## src/hw/rtl/brs_pkg.sv

```systemverilog
`timescale 1ns / 1ps
// ----------------------------------------------------------------------------
// brs_pkg
// types and codes shared by the barcode read segmenter modules
// ----------------------------------------------------------------------------
package brs_pkg;

	// configuration register indexes
	localparam logic [1:0] REG_BARCODE_MIN = 2'd0;
	localparam logic [1:0] REG_SEGMENT_MIN = 2'd1;
	localparam logic [1:0] REG_GAP_LIMIT   = 2'd2;

	// configuration reset values
	localparam logic [15:0] BARCODE_MIN_RST = 16'd10;
	localparam logic [15:0] SEGMENT_MIN_RST = 16'd4;
	localparam logic [31:0] GAP_LIMIT_RST   = 32'd20000;

	// one pending segment as held in the buffer memory
	typedef struct packed {
		logic [15:0] chrom;
		logic [31:0] first_pos;
		logic [31:0] end_pos;
		logic [31:0] support;
	} seg_entry_t;

	// one result item on the output channel
	typedef struct packed {
		logic [59:0] seg_barcode;
		logic [5:0]  seg_number;
		logic [15:0] seg_chrom;
		logic [31:0] start_position;
		logic [31:0] end_position;
		logic [31:0] support_reads;
		logic        overflowed;
		logic        last;
	} seg_result_t;

	// control sequencer states
	typedef enum logic [1:0] {
		ST_IDLE,
		ST_READ,
		ST_LOAD
	} state_t;

endpackage

```

## src/hw/rtl/barcode_read_segmenter.sv

```systemverilog
`timescale 1ns / 1ps
// ----------------------------------------------------------------------------
// barcode_read_segmenter
// cuts sorted read records into per-barcode segments and emits kept segments
// ----------------------------------------------------------------------------
// Usage
// Input channel (in_valid / in_stall) carries one read record per transfer, or
// a flush item that closes the open barcode. While idle the block takes a
// record every cycle; the segment bookkeeping finishes in the transfer cycle.
// When a barcode closes with N kept segments and enough reads, in_stall rises
// and the segments are read back from the buffer memory one at a time: each
// goes through the read state and then the load state, which waits while the
// output register is held by out_stall. The output register parts the two
// sides: the block takes records again while the last result of a close
// still waits there.
// Configuration (cfg_valid / cfg_ready) is always ready; write only when idle.
// Reset clears all control state and loads the register defaults; the buffer
// memory is not cleared, only entries written for the open barcode are read.
// ----------------------------------------------------------------------------
module barcode_read_segmenter #(
	parameter int MAX_SEGMENTS = 32
) (
	input  logic        clk,
	input  logic        arst_n,
	// configuration write channel
	input  logic        cfg_valid,
	output logic        cfg_ready,
	input  logic [1:0]  cfg_index,
	input  logic [31:0] cfg_data,
	// input channel
	input  logic        in_valid,
	output logic        in_stall,
	input  logic [59:0] barcode,
	input  logic [15:0] chrom_index,
	input  logic [31:0] mid_position,
	input  logic        flush,
	// output channel
	output logic        out_valid,
	input  logic        out_stall,
	output logic [59:0] seg_barcode,
	output logic [5:0]  seg_number,
	output logic [15:0] seg_chrom,
	output logic [31:0] start_position,
	output logic [31:0] end_position,
	output logic [31:0] support_reads,
	output logic        overflowed,
	output logic        last
);

	localparam int AW = (MAX_SEGMENTS > 1) ? $clog2(MAX_SEGMENTS) : 1;
	localparam int CW = $clog2(MAX_SEGMENTS + 1);

	// configuration registers
	logic [15:0] bc_min_q;
	logic [15:0] seg_min_q;
	logic [31:0] gap_limit_q;

	// open barcode and open segment
	logic        open_q;
	logic [59:0] cur_bc_q;
	logic [15:0] bc_cnt_q;
	logic [15:0] chrom_q;
	logic [31:0] prev_q;
	logic [31:0] start_q;
	logic [31:0] open_cnt_q;
	logic [CW-1:0] pend_cnt_q;
	logic        dropped_q;

	// emission bookkeeping
	logic [59:0]   emit_bc_q;
	logic          emit_drop_q;
	logic [CW-1:0] emit_total_q;
	logic [AW-1:0] emit_idx_q;

	brs_pkg::state_t state_q, state_d;

	// transfer and decode
	logic          in_xfer;
	logic          same_bc;
	logic          do_close;
	logic          chrom_chg;
	logic [31:0]   pos_step;
	logic          gap_cut;
	logic          seg_close;
	logic          seg_keep;
	logic          buf_full;
	logic          wr_en;
	logic [CW-1:0] close_total;
	logic          emit_go;
	logic          emit_last;

	// sequencer outputs
	logic rd_en;
	logic load;
	logic out_free;

	brs_pkg::seg_entry_t  wr_data;
	brs_pkg::seg_entry_t  rd_data;
	brs_pkg::seg_result_t res_d;
	brs_pkg::seg_result_t res_q;

	assign cfg_ready = 1'b1;

	// configuration writes
	always_ff @(posedge clk or negedge arst_n) begin
		if (!arst_n) begin
			bc_min_q    <= brs_pkg::BARCODE_MIN_RST;
			seg_min_q   <= brs_pkg::SEGMENT_MIN_RST;
			gap_limit_q <= brs_pkg::GAP_LIMIT_RST;
		end else if (cfg_valid && cfg_ready) begin
			case (cfg_index)
				brs_pkg::REG_BARCODE_MIN: bc_min_q    <= cfg_data[15:0];
				brs_pkg::REG_SEGMENT_MIN: seg_min_q   <= cfg_data[15:0];
				brs_pkg::REG_GAP_LIMIT:   gap_limit_q <= cfg_data;
				default: ;
			endcase
		end
	end

	// record decode: barcode close, segment cut, buffer write
	assign in_xfer   = in_valid && !in_stall;
	assign same_bc   = (barcode == cur_bc_q);
	assign do_close  = open_q && (flush || !same_bc);
	assign chrom_chg = (chrom_index != chrom_q);
	assign pos_step  = mid_position - prev_q;
	assign gap_cut   = (pos_step >= gap_limit_q);
	assign seg_close = do_close || (open_q && !flush && (chrom_chg || gap_cut));
	assign seg_keep  = (open_cnt_q != 32'd0) && (open_cnt_q >= {16'd0, seg_min_q});
	assign buf_full  = (pend_cnt_q == CW'(MAX_SEGMENTS));
	assign wr_en     = in_xfer && seg_close && seg_keep && !buf_full;

	assign close_total = pend_cnt_q + CW'(wr_en);
	assign emit_go     = in_xfer && do_close && (bc_cnt_q >= bc_min_q)
		&& (close_total != '0);

	assign wr_data.chrom     = chrom_q;
	assign wr_data.first_pos = start_q;
	assign wr_data.end_pos   = prev_q;
	assign wr_data.support   = open_cnt_q;

	// barcode and segment state update
	always_ff @(posedge clk or negedge arst_n) begin
		if (!arst_n) begin
			open_q     <= 1'b0;
			cur_bc_q   <= '0;
			bc_cnt_q   <= '0;
			chrom_q    <= '0;
			prev_q     <= '0;
			start_q    <= '0;
			open_cnt_q <= '0;
			pend_cnt_q <= '0;
			dropped_q  <= 1'b0;
		end else if (in_xfer) begin
			if (flush) begin
				if (open_q) begin
					open_q     <= 1'b0;
					bc_cnt_q   <= '0;
					open_cnt_q <= '0;
					pend_cnt_q <= '0;
					dropped_q  <= 1'b0;
				end
			end else if (!open_q || !same_bc) begin
				open_q     <= 1'b1;
				cur_bc_q   <= barcode;
				bc_cnt_q   <= 16'd1;
				chrom_q    <= chrom_index;
				start_q    <= mid_position;
				open_cnt_q <= 32'd1;
				prev_q     <= mid_position;
				pend_cnt_q <= '0;
				dropped_q  <= 1'b0;
			end else begin
				if (bc_cnt_q != 16'hFFFF) begin
					bc_cnt_q <= bc_cnt_q + 16'd1;
				end
				if (chrom_chg || gap_cut) begin
					chrom_q    <= chrom_index;
					start_q    <= mid_position;
					open_cnt_q <= 32'd1;
					if (wr_en) begin
						pend_cnt_q <= pend_cnt_q + CW'(1);
					end
					if (seg_keep && buf_full) begin
						dropped_q <= 1'b1;
					end
				end else if (open_cnt_q != 32'hFFFF_FFFF) begin
					open_cnt_q <= open_cnt_q + 32'd1;
				end
				prev_q <= mid_position;
			end
		end
	end

	// emission bookkeeping, captured at the closing transfer
	always_ff @(posedge clk or negedge arst_n) begin
		if (!arst_n) begin
			emit_bc_q    <= '0;
			emit_drop_q  <= 1'b0;
			emit_total_q <= '0;
			emit_idx_q   <= '0;
		end else if (emit_go) begin
			emit_bc_q    <= cur_bc_q;
			emit_drop_q  <= dropped_q || (seg_keep && buf_full);
			emit_total_q <= close_total;
			emit_idx_q   <= '0;
		end else if (load && !emit_last) begin
			emit_idx_q <= emit_idx_q + AW'(1);
		end
	end

	assign emit_last = ((CW'(emit_idx_q) + CW'(1)) == emit_total_q);

	// sequencer state register
	always_ff @(posedge clk or negedge arst_n) begin
		if (!arst_n) begin
			state_q <= brs_pkg::ST_IDLE;
		end else begin
			state_q <= state_d;
		end
	end

	// sequencer next state
	always_comb begin
		state_d = state_q;
		case (state_q)
			brs_pkg::ST_IDLE: begin
				if (emit_go) begin
					state_d = brs_pkg::ST_READ;
				end
			end
			brs_pkg::ST_READ: state_d = brs_pkg::ST_LOAD;
			brs_pkg::ST_LOAD: begin
				if (out_free) begin
					state_d = emit_last ? brs_pkg::ST_IDLE : brs_pkg::ST_READ;
				end
			end
			default: state_d = brs_pkg::ST_IDLE;
		endcase
	end

	// sequencer outputs
	always_comb begin
		in_stall = 1'b1;
		rd_en    = 1'b0;
		load     = 1'b0;
		case (state_q)
			brs_pkg::ST_IDLE: in_stall = 1'b0;
			brs_pkg::ST_READ: rd_en    = 1'b1;
			brs_pkg::ST_LOAD: load     = out_free;
			default: ;
		endcase
	end

	// pending segment buffer
	brs_seg_mem #(
		.DEPTH (MAX_SEGMENTS),
		.AW    (AW)
	) u_mem (
		.clk     (clk),
		.wr_en   (wr_en),
		.wr_addr (pend_cnt_q[AW-1:0]),
		.wr_data (wr_data),
		.rd_en   (rd_en),
		.rd_addr (emit_idx_q),
		.rd_data (rd_data)
	);

	// result assembly
	assign res_d.seg_barcode    = emit_bc_q;
	assign res_d.seg_number     = 6'(emit_idx_q);
	assign res_d.seg_chrom      = rd_data.chrom;
	assign res_d.start_position = rd_data.first_pos;
	assign res_d.end_position   = rd_data.end_pos;
	assign res_d.support_reads  = rd_data.support;
	assign res_d.overflowed     = emit_drop_q;
	assign res_d.last           = emit_last;

	brs_out_reg u_out (
		.clk       (clk),
		.arst_n    (arst_n),
		.load      (load),
		.din       (res_d),
		.out_stall (out_stall),
		.out_valid (out_valid),
		.dout      (res_q),
		.free      (out_free)
	);

	assign seg_barcode    = res_q.seg_barcode;
	assign seg_number     = res_q.seg_number;
	assign seg_chrom      = res_q.seg_chrom;
	assign start_position = res_q.start_position;
	assign end_position   = res_q.end_position;
	assign support_reads  = res_q.support_reads;
	assign overflowed     = res_q.overflowed;
	assign last           = res_q.last;

endmodule

```

## src/hw/rtl/brs_seg_mem.sv

```systemverilog
`timescale 1ns / 1ps
// ----------------------------------------------------------------------------
// brs_seg_mem
// pending segment buffer: one write port, one read port, registered read data
// ----------------------------------------------------------------------------
module brs_seg_mem #(
	parameter int DEPTH = 32,
	parameter int AW    = 5
) (
	input  logic                clk,
	input  logic                wr_en,
	input  logic [AW-1:0]       wr_addr,
	input  brs_pkg::seg_entry_t wr_data,
	input  logic                rd_en,
	input  logic [AW-1:0]       rd_addr,
	output brs_pkg::seg_entry_t rd_data
);

	brs_pkg::seg_entry_t mem_q [DEPTH];
	brs_pkg::seg_entry_t rd_data_q;

	// write port
	always_ff @(posedge clk) begin
		if (wr_en) begin
			mem_q[wr_addr] <= wr_data;
		end
	end

	// read port, data held until the next read
	always_ff @(posedge clk) begin
		if (rd_en) begin
			rd_data_q <= mem_q[rd_addr];
		end
	end

	assign rd_data = rd_data_q;

endmodule

```

## src/hw/rtl/brs_out_reg.sv

```systemverilog
`timescale 1ns / 1ps
// ----------------------------------------------------------------------------
// brs_out_reg
// output register for result items, holds its item while the receiver stalls
// ----------------------------------------------------------------------------
module brs_out_reg (
	input  logic                 clk,
	input  logic                 arst_n,
	input  logic                 load,
	input  brs_pkg::seg_result_t din,
	input  logic                 out_stall,
	output logic                 out_valid,
	output brs_pkg::seg_result_t dout,
	output logic                 free
);

	logic                 valid_q;
	brs_pkg::seg_result_t data_q;

	// register can take a new item when empty or when its item transfers now
	assign free = !valid_q || !out_stall;

	// valid flag
	always_ff @(posedge clk or negedge arst_n) begin
		if (!arst_n) begin
			valid_q <= 1'b0;
		end else if (load) begin
			valid_q <= 1'b1;
		end else if (!out_stall) begin
			valid_q <= 1'b0;
		end
	end

	// payload
	always_ff @(posedge clk) begin
		if (load) begin
			data_q <= din;
		end
	end

	assign out_valid = valid_q;
	assign dout      = data_q;

endmodule

```

## config.mk

```make
export PLATFORM = sky130hd
export DESIGN_NAME = barcode_read_segmenter
export DESIGN_NICKNAME = d
export VERILOG_FILES = /design/src/hw/rtl/brs_pkg.sv /design/src/hw/rtl/barcode_read_segmenter.sv /design/src/hw/rtl/brs_seg_mem.sv /design/src/hw/rtl/brs_out_reg.sv
export SDC_FILE = /design/constraint.sdc
export NUM_CORES = 2
export LEC_CHECK = 0
export BUFFER_PORTS_ARGS = -buffer_cell sky130_fd_sc_hd__clkbuf_2
export CORE_UTILIZATION = 46
export DETAILED_ROUTE_END_ITERATION = 8
export PLACE_DENSITY = 0.71
export SLEW_MARGIN = 25
export SYNTH_ARGS = -nofsm -noshare
export SYNTH_HDL_FRONTEND = slang
export SYNTH_SLANG_ARGS = --single-unit
```

## constraint.sdc

```tcl
create_clock -name clk -period 30.6 [get_ports clk]
set_input_delay 1.53 -clock clk [delete_from_list [all_inputs] [get_ports clk]]
set_output_delay 1.53 -clock clk [all_outputs]
set_load 0.02 [all_outputs]
```

== Word-level counts from Yosys, hierarchy flattened ==
Memory sizes are Yosys's and may differ from the RTL's. A register that Yosys moved wholly into a read port is not among the register bits.
Cells that the tools add are included.

* Magnitude comparators: 3
* Bitwise logic cells: 1
* Reductions and logical operators: 50
* Mux-type cells: 38
* Equality and inequality tests: 14
* Add/sub/neg operators: 7

{| class="wikitable"
|+ Operators with widths
! operator !! count
|-
| 2-to-1 mux 32 bit || 7
|-
| 2-to-1 mux 16 bit || 6
|-
| == test 60 bit || 1
|-
| adder 32 x 1 -> 32 bit, second input constant || 1
|-
| greater-or-equal comparator 32 x 16 -> 1 bit || 1
|-
| greater-or-equal comparator 32 bit || 1
|-
| != test 32 bit, second input constant || 1
|-
| nonzero test 32 bit || 1
|-
| subtractor 32 bit || 1
|-
| 2-to-1 mux 6 bit || 5
|-
| adder 16 x 1 -> 16 bit, second input constant || 1
|-
| greater-or-equal comparator 16 bit || 1
|-
| != test 16 bit || 1
|-
| != test 16 bit, second input constant || 1
|-
| 2-to-1 mux 1 bit || 15
|-
| logical AND 1 bit || 13
|-
| AND reduction 2 bit || 6
|-
| AND reduction 3 bit || 4
|-
| nonzero test 3 bit || 4
|-
| 2-to-1 mux 5 bit || 2
|-
| AND reduction 4 bit || 2
|-
| zero test 1 bit || 7
|-
| adder 5 x 1 -> 6 bit, second input constant || 1
|-
| adder 6 x 1 -> 6 bit || 1
|-
| other kinds (16) || 29
|}

* Flip-flop bits (word level): 514
* Memories kept: 1
* Memory bits (writable): 3584

{| class="wikitable"
|+ Memory list
! name !! words !! bits a word !! rd ports !! clocked after memory_dff !! wr ports !! line !! text
|-
| u_mem.mem_q || 32 || 112 || 1 || 1 || 1 || brs_seg_mem.sv:19 || <nowiki>brs_pkg::seg_entry_t mem_q [DEPTH];</nowiki>
|}

== Logic depth before layout (Yosys ltp) ==
* Depth in word-level cells: 13
* Gate-level depth with buffers: 31
* Depth with buffers taken out: 30

== Cells and area by module ==
Synthesis repeated with hierarchy kept, for this count alone.

* Cell total of the unflattened synthesis: 8295
* Area, all modules: 162435.8 um^2

{| class="wikitable"
|+ By module, submodules not included
! module !! cells an instance !! area each (um^2) !! instances !! sequential area each (um^2)
|-
| brs_seg_mem || 6524 || 139367.4 || 1 || 110986.4
|-
| barcode_read_segmenter || 1588 || 17626.9 || 1 || 8368.0
|-
| brs_out_reg || 183 || 5441.5 || 1 || 5430.2
|}

== Worst setup path before layout ==
Ideal clock, no wire load.

* Kind: input to register
* From: in out_stall
* To: reg emit_idx_q[4]
* Buffers on the path: 0
* Slack: 18380 ps
* Stages: 5
* Data arrival time: 12098 ps
* Path through: a21oi_1 -> nand2_1 -> nor2_1 -> xnor2_1 -> nor2_1

* Longest elaborated chain between the ends: 5

{| class="wikitable"
|+ RTL lines
! element !! line !! text
|-
| start: declaration || barcode_read_segmenter.sv:39 || <nowiki>input logic out_stall,</nowiki>
|-
| zero test 1 bit || brs_out_reg.sv:21 || <nowiki>assign free = !valid_q || !out_stall;</nowiki>
|-
| logical OR 1 bit || brs_out_reg.sv:21 ||
|-
| 2-to-1 mux 1 bit || barcode_read_segmenter.sv:246 || <nowiki>case (state_q)</nowiki>
|-
| logical AND 1 bit || barcode_read_segmenter.sv:206 || <nowiki>end else if (load && !emit_last) begin</nowiki>
|-
| nonzero test 2 bit (no line) || n/a ||
|-
| end signal: assignment || barcode_read_segmenter.sv:207 || <nowiki>emit_idx_q <= emit_idx_q + AW'(1);</nowiki>
|-
| end: declaration || barcode_read_segmenter.sv:73 || <nowiki>logic [AW-1:0] emit_idx_q;</nowiki>
|}

No other way between the ends.
A chain may end at the register's enable or synchronous reset.

== Worst setup path in the final report ==
* From: reg prev_q[0]
* To: mem u_mem.mem_q[30][49] (netlist bit) (enable)

* Longest elaborated chain between the ends: 10

{| class="wikitable"
|+ RTL lines
! element !! line !! text
|-
| start: declaration || barcode_read_segmenter.sv:63 || <nowiki>logic [31:0] prev_q;</nowiki>
|-
| start signal: assignment || barcode_read_segmenter.sv:169 || <nowiki>prev_q <= mid_position;</nowiki>
|-
| start signal: assignment || barcode_read_segmenter.sv:189 || <nowiki>prev_q <= mid_position;</nowiki>
|-
| subtractor 32 bit || barcode_read_segmenter.sv:125 || <nowiki>assign pos_step = mid_position - prev_q;</nowiki>
|-
| greater-or-equal comparator 32 bit || barcode_read_segmenter.sv:126 || <nowiki>assign gap_cut = (pos_step >= gap_limit_q);</nowiki>
|-
| logical OR 1 bit || barcode_read_segmenter.sv:127 || <nowiki>assign seg_close = do_close || (open_q && !flush && (chrom_chg || gap_cut));</nowiki>
|-
| logical AND 1 bit || barcode_read_segmenter.sv:127 ||
|-
| logical OR 1 bit || barcode_read_segmenter.sv:127 ||
|-
| logical AND 1 bit (3 in series) || barcode_read_segmenter.sv:130 || <nowiki>assign wr_en = in_xfer && seg_close && seg_keep && !buf_full;</nowiki>
|-
| 2-to-1 mux 1 bit || brs_seg_mem.sv:24 || <nowiki>if (wr_en) begin</nowiki>
|-
| 2-to-1 mux 1 bit (implied by the code) || brs_seg_mem.sv:25 || <nowiki>mem_q[wr_addr] <= wr_data;</nowiki>
|-
| end: declaration || brs_seg_mem.sv:19 ||
|}

No other way between the ends.

==> results.sh <==
export IMPL_num_rows=217
export IMPL_fin_crit_ns=9.433
export IMPL_arrival_ns=10.01
export IMPL_avgSynthCellArea_um2=23.01
export IMPL_yosysSeqAreaShare_pct=77.09
export IMPL_drc=0
export IMPL_status="complete, no violations"
export IMPL_p_comb_share_pct=2.6
export IMPL_die_h_um=595.1
export IMPL_clock_root_buffer="clkbuf_16"
export IMPL_ios=331
export IMPL_nFillCells=26100
export IMPL_grt_pass1_vias=78850
export IMPL_crit_fanout=45
export IMPL_power_leakage_uw=0.06068
export IMPL_worst_slack_ns=21.17
export IMPL_start_util_pct=46.28
export IMPL_antenna_found_initial=45
export IMPL_powerDensity_nw_per_um2=65.05
export IMPL_wl_mm=406.3
export IMPL_maxCapViolCount=0
export IMPL_hold_viol_final=0
export IMPL_cp_start_kind="flip-flop"
export IMPL_synth_cells=7034
export IMPL_post_dp_cell_area_um2=169900
export IMPL_rsz0062_at_grt="false"
export IMPL_synthToLayoutAreaGrowth_pct=13.55
export IMPL_min_path_type="flip-flop to flip-flop"
export IMPL_die_area_um2=354200
export IMPL_final_layout_size_suffix_gt1_share_pct=33.65
export IMPL_drt_first_pass_iters=6
export IMPL_worstHoldStart="u_mem.rd_data[24]$_DFFE_PN_"
export IMPL_ys_flop_type="edfxtp_1"
export IMPL_synth_warnings=0
export IMPL_cts_sinks=4210
export IMPL_final_cell_area_um2=183800
export IMPL_startpoint="prev_q[0]$_DFFE_PN0P_"
export IMPL_grt_pass1_wl_mm=579.1
export IMPL_p_sw_uw=2522
export IMPL_grt_remaining_overflow=0
export IMPL_timing_rr_start="prev_q[0]$_DFFE_PN0P_"
export IMPL_finalSetupViolations=0
export IMPL_fin_setup_tns_ns=0
export IMPL_swShare_pct=21.10
export IMPL_wl_per_cell_um=32.19
export IMPL_cts_made_buffers=412
export IMPL_synthArstFlopShare_pct=7.957
export IMPL_yosysUniqueCellTypes=66
export IMPL_path_buf_inv=3
export IMPL_ys_seq_elements=4210
export IMPL_slowest_stage="dfrtp_1"
export IMPL_clk_latency_ns=0.99
export IMPL_pre_cts_ws_ns=20.62
export IMPL_syn_nets=7288
export IMPL_pwr_share_clk_pct=42.7
export IMPL_final_max_slew_violation_count=0
export IMPL_design_core_area_um2=349700
export IMPL_critPathKind="flip-flop to flip-flop"
export IMPL_cts_setup_buffers=0
export IMPL_reg2reg_slack_ns=21.17
export IMPL_vdd_ir_drop_max_mv=0.04957
export IMPL_grt_max_degree=160
export IMPL_p_int_uw=9431
export IMPL_cts_tree="yes"
export IMPL_num_vias=77430
export IMPL_gp_congestion=0.8260
export IMPL_fin_skew_ns=0.09674
export IMPL_h_tree_depth=5
export IMPL_synth_area_um2=161800
export IMPL_pwr_share_seq_pct=54.7
export IMPL_viasPerCell=6.135
export IMPL_cts_buffer_depth=4
export IMPL_hpwl_mm=222.9
export IMPL_portBuffers=328
export IMPL_clk_pin_slew_ns=0.06
export IMPL_hold_ws_ns=0.3737
export IMPL_fmax_ghz=0.1060
export IMPL_cp_end_kind="flip-flop"
export IMPL_drtIter0Drc=10110
export IMPL_hold_buffers=0
export IMPL_cts_resized=0
export IMPL_slew_headroom_pct=23.17
export IMPL_max_stage_delay_ns=1.00
export IMPL_postRouteAntennaNets=0
export IMPL_final_period_utilization_pct=30.83
export IMPL_path_cells="ha_1 -> inv_1 -> fa_1 -> a211oi_1 -> o21ai_0 -> nand3_1 -> o221ai_1 -> o211ai_1 -> nand2_1 -> a221o_1 -> a311oi_1 -> xnor2_1 -> ha_1 -> nand4_1 -> a2111oi_0 -> o21ai_1 -> and2_1 -> a21oi_1 -> nand2_1 -> nor2_4 -> buf_4 -> buf_4"
export IMPL_finalNetCount=7897
export IMPL_required_ns=31.18
export IMPL_crit_family="compound AO/OA/AOI/OAI gates"
export IMPL_worst_pin_slew_ns=1.152
export IMPL_synth_edf_count=3875
export IMPL_gr_usage_all_layers_pct=22.79
export IMPL_chipWidth_um=595.1
[registers in the layout, summed over array words and instances, names as in the netlist, 32 cells and up]
signal	cells
prev_q	32
start_q	32
u_mem.rd_data	112
u_out.dout	179
cur_bc_q	60
u_mem.mem_q	3584
open_cnt_q	32
gap_limit_q	32
emit_bc_q	60
[per-stage QoR]
stage               instances  power, µW  utilization, %
floorplan                7034       6772               -
global placement        11820       6946           48.56
detailed placement      11830       6968           48.58
CTS                     12590      12010           52.48
global route            12610      12260           52.54
finish                  12620      11950           52.55
[synth_stat cells, types with 22 or more instances]
master | n | share of area [%]
a21o_1 | 27 | 0.13
dfrtp_1 | 327 | 5.1
nand4_1 | 30 | 0.12
nand2_1 | 105 | 0.24
nand3_1 | 33 | 0.10
edfxtp_1 | 3875 | 72
inv_1 | 113 | 0.26
nor4_1 | 27 | 0.10
mux2_2 | 339 | 2.4
nor2_1 | 110 | 0.26
o21ai_0 | 100 | 0.31
clkbuf_1 | 221 | 0.51
xnor2_1 | 36 | 0.19
xor2_1 | 108 | 0.58
buf_1 | 63 | 0.15
ha_1 | 105 | 0.81
and3_1 | 22 | 0.085
mux4_2 | 1120 | 16
a21oi_1 | 58 | 0.18
[per-layer routing]
| layer | track usage (%) | part of all wire [%] | vias to the layer above |
|---|---|---|---|
| met4 | 9.019 | 4.3 | 8 |
| met1 | 31.04 | 38 | 41650 |
| met5 | 0 | 0.012 | - |
| met3 | 3.732 | 8.9 | 758 |
| li1 | - | - | 30790 |
| met2 | 37.02 | 49 | 4227 |
[final cells by class]
| type | count | area, µm² | share of cell area (%) |
|---|---|---|---|
| well taps | 4599 | 5754 | 3.131 |
| multi-input cells | 2394 | 35720 | 19.44 |
| flip-flops and latches | 4210 | 124800 | 67.93 |
| inverters | 113 | 424.2 | 0.2308 |
| clock inverters | 242 | 2614 | 1.422 |
| clock buffers | 525 | 11030 | 6.002 |
| diodes | 26 | 65.06 | 0.03541 |
| repair buffers | 512 | 3329 | 1.812 |
[worst reg2reg max path: cells and delay by family (launching register included)]
family / cells / cell delay (ns)
AOI/OAI and AO/OA: 9 / 3.23
and+or+nand+nor: 6 / 1.77
buffers and inverters: 3 / 1.70
adders and majority gates: 3 / 1.08
DFF: 1 / 1.00
xor gates and xnor gates: 1 / 0.12
[cells by family after synthesis]
family / share of synthesized area (%)
flops: 77.09
mux: 18.03
buf+inv: 1.046
simple gates: 1.279
compound gates: 0.9548
xor+xnor: 0.7793
fa+ha+maj: 0.8242
other cells: 0.004640
[power groups by stage]
stage / clock, µW / sequential, µW / combinational [µW]
global route: 5380 / 6550 / 341
detailed placement: 0 / 6660 / 311
finish: 5100 / 6540 / 314
floorplan: 0 / 6610 / 163
global placement: 0 / 6640 / 303
CTS: 5170 / 6540 / 313
[path summary, 6_finish.rpt]
check | endpoint | cells past startpoint
max in group asynchronous | chrom_q[6]$_DFFE_PN0P_ | 4
worst min register to register | u_out.dout[26]$_DFFE_PP_ | 0
worst max-delay path | u_mem.mem_q[30][49]$_DFFE_PP_ | 22
worst max register to register | u_mem.mem_q[30][49]$_DFFE_PP_ | 22
worst min-delay path | u_out.dout[26]$_DFFE_PP_ | 0
min in group asynchronous | gap_limit_q[19]$_DFFE_PN0P_ | 1
[cell usage in the layout (no fill, tap or decap), types with 21 or more instances in the layout]
master | Yosys | layout
dfrtp_1 | 327 | 275
nor2_1 | 110 | 77
nor2_4 | 0 | 33
clkbuf_16 | 0 | 416
diode_2 | 0 | 26
ha_1 | 105 | 105
xor2_1 | 108 | 108
buf_4 | 10 | 153
nand2_1 | 105 | 104
clkbuf_8 | 0 | 21
o21ai_0 | 100 | 100
bufinv_16 | 0 | 42
clkinv_2 | 0 | 70
a21o_1 | 27 | 27
clkbuf_2 | 1 | 327
mux4_2 | 1120 | 1120
dfrtp_2 | 0 | 47
inv_1 | 113 | 113
a21oi_1 | 58 | 57
xnor2_1 | 36 | 36
edfxtp_1 | 3875 | 3875
and3_1 | 22 | 22
nand4_1 | 30 | 30
clkinv_1 | 0 | 72
clkbuf_1 | 221 | 88
nor4_1 | 27 | 25
mux2_2 | 339 | 339
nand3_1 | 33 | 33
No activity file was read; power rests on OpenSTA's default activity.
